==> config.mk <==
export PLATFORM = sky130hd
export DESIGN_NAME = roet_hit
export DESIGN_NICKNAME = d
export VERILOG_FILES = /design/src/roet_pkg.sv /design/src/roet_hit.sv
export SDC_FILE = /design/constraint.sdc
export NUM_CORES = 1
export LEC_CHECK = 0
export BUFFER_PORTS_ARGS = -buffer_cell sky130_fd_sc_hd__clkbuf_2
export CELL_PAD_IN_SITES_DETAIL_PLACEMENT = 0
export CELL_PAD_IN_SITES_GLOBAL_PLACEMENT = 2
export CORE_AREA = 2 2 124 126
export DETAILED_ROUTE_END_ITERATION = 12
export DIE_AREA = 0 0 126 128
export PLACE_DENSITY = 0.9
export RECOVER_POWER = 25
export SYNTH_ARGS = -nofsm -noshare
export SYNTH_HDL_FRONTEND = slang
export SYNTH_SLANG_ARGS = --single-unit
==> constraint.sdc <==
create_clock -name vclk -period 8.3
set_input_delay 0 -clock vclk [all_inputs]
set_output_delay 0 -clock vclk [all_outputs]
set_load 0.02 [all_outputs]
==> src/roet_pkg.sv <==
// Shared types and constants for the rectangle overlap eviction table.
`default_nettype none

package roet_pkg;

  localparam int unsigned MAX_ENTRIES_DEF = 64;
  localparam int unsigned FIELD_W         = 16;
  localparam int unsigned CNT_OUT_W       = 7;

  // Command codes on the kind field.
  localparam logic [1:0] KIND_APPEND = 2'd0;
  localparam logic [1:0] KIND_CLEAR  = 2'd1;
  localparam logic [1:0] KIND_DUMP   = 2'd2;

  typedef struct packed {
    logic signed [FIELD_W-1:0] x;
    logic signed [FIELD_W-1:0] y;
    logic signed [FIELD_W-1:0] w;
    logic signed [FIELD_W-1:0] h;
    logic        [FIELD_W-1:0] tag;
  } rect_t;

endpackage

`default_nettype wire

==> src/roet_hit.sv <==
// Strict overlap test between one stored rectangle and the new rectangle.
`default_nettype none

module roet_hit (
  input  roet_pkg::rect_t stored,
  input  roet_pkg::rect_t fresh,
  output logic            hit
);
  import roet_pkg::*;

  // Edges and far edges, widened by one bit so the sums never wrap.
  logic signed [FIELD_W:0] sx, sy, sxe, sye;
  logic signed [FIELD_W:0] nx, ny, nxe, nye;

  always_comb begin
    sx  = {stored.x[FIELD_W-1], stored.x};
    sy  = {stored.y[FIELD_W-1], stored.y};
    sxe = sx + $signed({stored.w[FIELD_W-1], stored.w});
    sye = sy + $signed({stored.h[FIELD_W-1], stored.h});
    nx  = {fresh.x[FIELD_W-1], fresh.x};
    ny  = {fresh.y[FIELD_W-1], fresh.y};
    nxe = nx + $signed({fresh.w[FIELD_W-1], fresh.w});
    nye = ny + $signed({fresh.h[FIELD_W-1], fresh.h});
    hit = (sx < nxe) && (sxe > nx) && (sy < nye) && (sye > ny);
  end

endmodule

`default_nettype wire

==> results.json <==
{
  "status": "finished, final reports clean",
  "fin_nets": 1024,
  "drive_gt1_frac": 0.196,
  "cts_hold_buf": 0,
  "yosysMostFrequentCell": "ha_1",
  "combPwrFrac": 1.000,
  "synth_warnings": 0,
  "switchingPower_uw": 237,
  "worstMarginPinSlew_ns": 0.695,
  "cts_resized": 0,
  "grt_pass1_wl_microns": 21600,
  "grtUsageTotal": 0.157,
  "p_clk_frac": 0,
  "core-area_sq_um": 14900,
  "syn_nets": 896,
  "setup_violations": 0,
  "fin_crit_sh": 0.518,
  "first_pass_iters": 4,
  "rsz0062_at_grt": "no",
  "n_clock_buffer": 0,
  "syn_area_sq_um": 4520,
  "via_count": 4919,
  "initial_utilization": 0.304,
  "ys_types": 58,
  "cp-start-kind": "input pin",
  "die_w_microns": 126,
  "routedWlPerCell_microns": 14.5,
  "synth_area_leader_cell": "ha_1",
  "slowest_stage": "a2111oi_0",
  "die_y_microns": 128,
  "row_count": 45,
  "leakagePower_uw": 0.00284,
  "layout.area.seq_sq_um": 0,
  "worstPathCellList": "clkbuf_2 -> ha_1 -> inv_1 -> fa_1 -> nor2b_1 -> o31a_1 -> o211ai_1 -> a31oi_1 -> nor4_1 -> a311o_1 -> ha_1 -> a21o_1 -> a2111oi_0 -> o21ai_0 -> a2111oi_0 -> a211oi_1 -> o221a_2 -> clkbuf_1",
  "slowest_delay_ns": 0.64,
  "io_pins": 161,
  "ant_nets": 0,
  "p_sw_frac": 0.540,
  "yosys.area.top_type_share": 0.360,
  "postCtsSetupRepairBufs": 0,
  "wirelength_microns": 13300,
  "fin_setup_tns_ns": 0,
  "syn_inst": 602,
  "drt_iter0_drc": 181,
  "die_area_sq_um": 16100,
  "seq_cell_count": 0,
  "cap_violations": 0,
  "hold_path.class": "input pin to output port",
  "path_depth": 18,
  "p_seq_frac": 0,
  "critPathCaptureType": "output port",
  "place.gp.congestion": 0.853,
  "critPathKind": "input pin to output port",
  "p_int_uw": 202,
  "post-route-util": 0.362,
  "startpoint": "stored[48]",
  "max_freq_mhz": 233,
  "relSlewSlack": 0.532,
  "filler_cell_count": 1609,
  "syn_to_final_growth_pct": 19.2,
  "worst_path_dominant_cell_family": "compound AO/OA/AOI/OAI gates",
  "grt_remaining_overflow": 0,
  "min_period_ns": 4.30,
  "power_density_nw_per_um2": 81.5,
  "drc": 0,
  "peakVddDrop_mv": 0.0312,
  "port-buffer-count": 129,
  "required_ns": 8.30,
  "antenna_cells": 0,
  "hold_viol_final": 0,
  "first_global_vias": 4942,
  "seq_area_frac_synth": 0,
  "avgSynthCellArea_sq_um": 7.51,
  "power_uw": 439,
  "grt_antenna_before_repair": 0,
  "synth_top_cells_by_count": "ha_1, inv_1, a21oi_1",
  "arrival_ns": 4.30,
  "dp_hpwl_microns": 11900,
  "worstPathMaxFanout": 4,
  "cp_num_buf_inv": 3,
  "grt_max_degree": 11,
  "vias_per_cell": 5.37,
  "setup.worst_path.end": "hit",
  "maxSlewViolCount": 0,
  "synthTopCellsByArea": "ha_1, a21oi_1, inv_1"
}
-- metrics by stage --
step	hold WS (ns)	cell area [sq um]	worst slack, ns	cells
finish	0.762	5390	4.00	916
global route	0.824	5390	3.53	916
CTS	0.762	5390	3.94	916
detailed placement	0.760	5390	3.96	916
global placement	0.761	5390	3.94	916
floorplan	0.422	4520	5.10	602
-- cell families (layout without fill, tap and decap cells) --
kind of cell / Yosys count / after routing / share of synthesized area
AO/OA/AOI/OAI: 209 / 209 / 0.309
XOR/XNOR: 45 / 45 / 0.0872
adder cells (fa/ha/maj): 134 / 134 / 0.378
buffers and inverters: 67 / 193 / 0.0556
multiplexers: 2 / 2 / 0.00471
AND/OR/NAND/NOR: 145 / 145 / 0.166
-- worst min path at each step --
stage / slack (ns) / endpoint / from / cells after the start
6_report: 0.76 / hit / stored[63] / 5
5_1_grt: 0.82 / hit / stored[76] / 5
4_1_cts: 0.76 / hit / stored[63] / 5
3_5_place_dp: 0.76 / hit / stored[63] / 5
3_3_place_gp: 0.76 / hit / stored[63] / 5
2_1_floorplan: 0.42 / hit / fresh[64] / 5
-- power groups by stage --
stage,clock [uW],combinational (uW),sequential (uW)
final,0,439,0
after global routing,0,504,0
after floorplan,0,318,0
after detailed placement,0,440,0
after CTS,0,443,0
after global placement,0,429,0
-- area by class of cell --
| cell class | instances | area [sq um] | area share |
|---|---|---|---|
| Multi-Input combinational cell | 535 | 4270 | 0.792 |
| Timing Repair Buffer | 129 | 644 | 0.120 |
| Inverter | 64 | 240 | 0.0446 |
| Tap cell | 188 | 235 | 0.0437 |
-- cell usage in the layout, fill, tap and decap left out, drive strengths merged, types with 4 or more instances in the layout --
cell type | synthesis | routed
inv | 64 | 64
nor4 | 8 | 8
xor2 | 23 | 23
xnor2 | 22 | 22
nand2 | 23 | 23
a31o | 5 | 5
a31oi | 7 | 7
o21ai | 36 | 36
o21a | 13 | 13
a211o | 6 | 6
nor3 | 11 | 11
o21bai | 8 | 8
or3 | 7 | 7
a2111oi | 4 | 4
fa | 4 | 4
nand4 | 12 | 12
a21o | 26 | 26
ha | 130 | 130
nand2b | 6 | 6
nor2 | 37 | 37
nand3 | 17 | 17
nor2b | 6 | 6
a211oi | 11 | 11
o211ai | 11 | 11
a21oi | 58 | 58
and3 | 6 | 6
clkbuf | 3 | 129
-- per-layer routing --
layer / vias to the layer above / GRT usage / routed length (microns)
li1: 2542 / - / -
met1: 2230 / 0.190 / 6000
met2: 127 / 0.305 / 6500
met3: 20 / 0.00918 / 501
met4: 0 / 0.0278 / 257
met5: - / 0 / 0
Note: power is estimated with default switching activity, not from simulation.
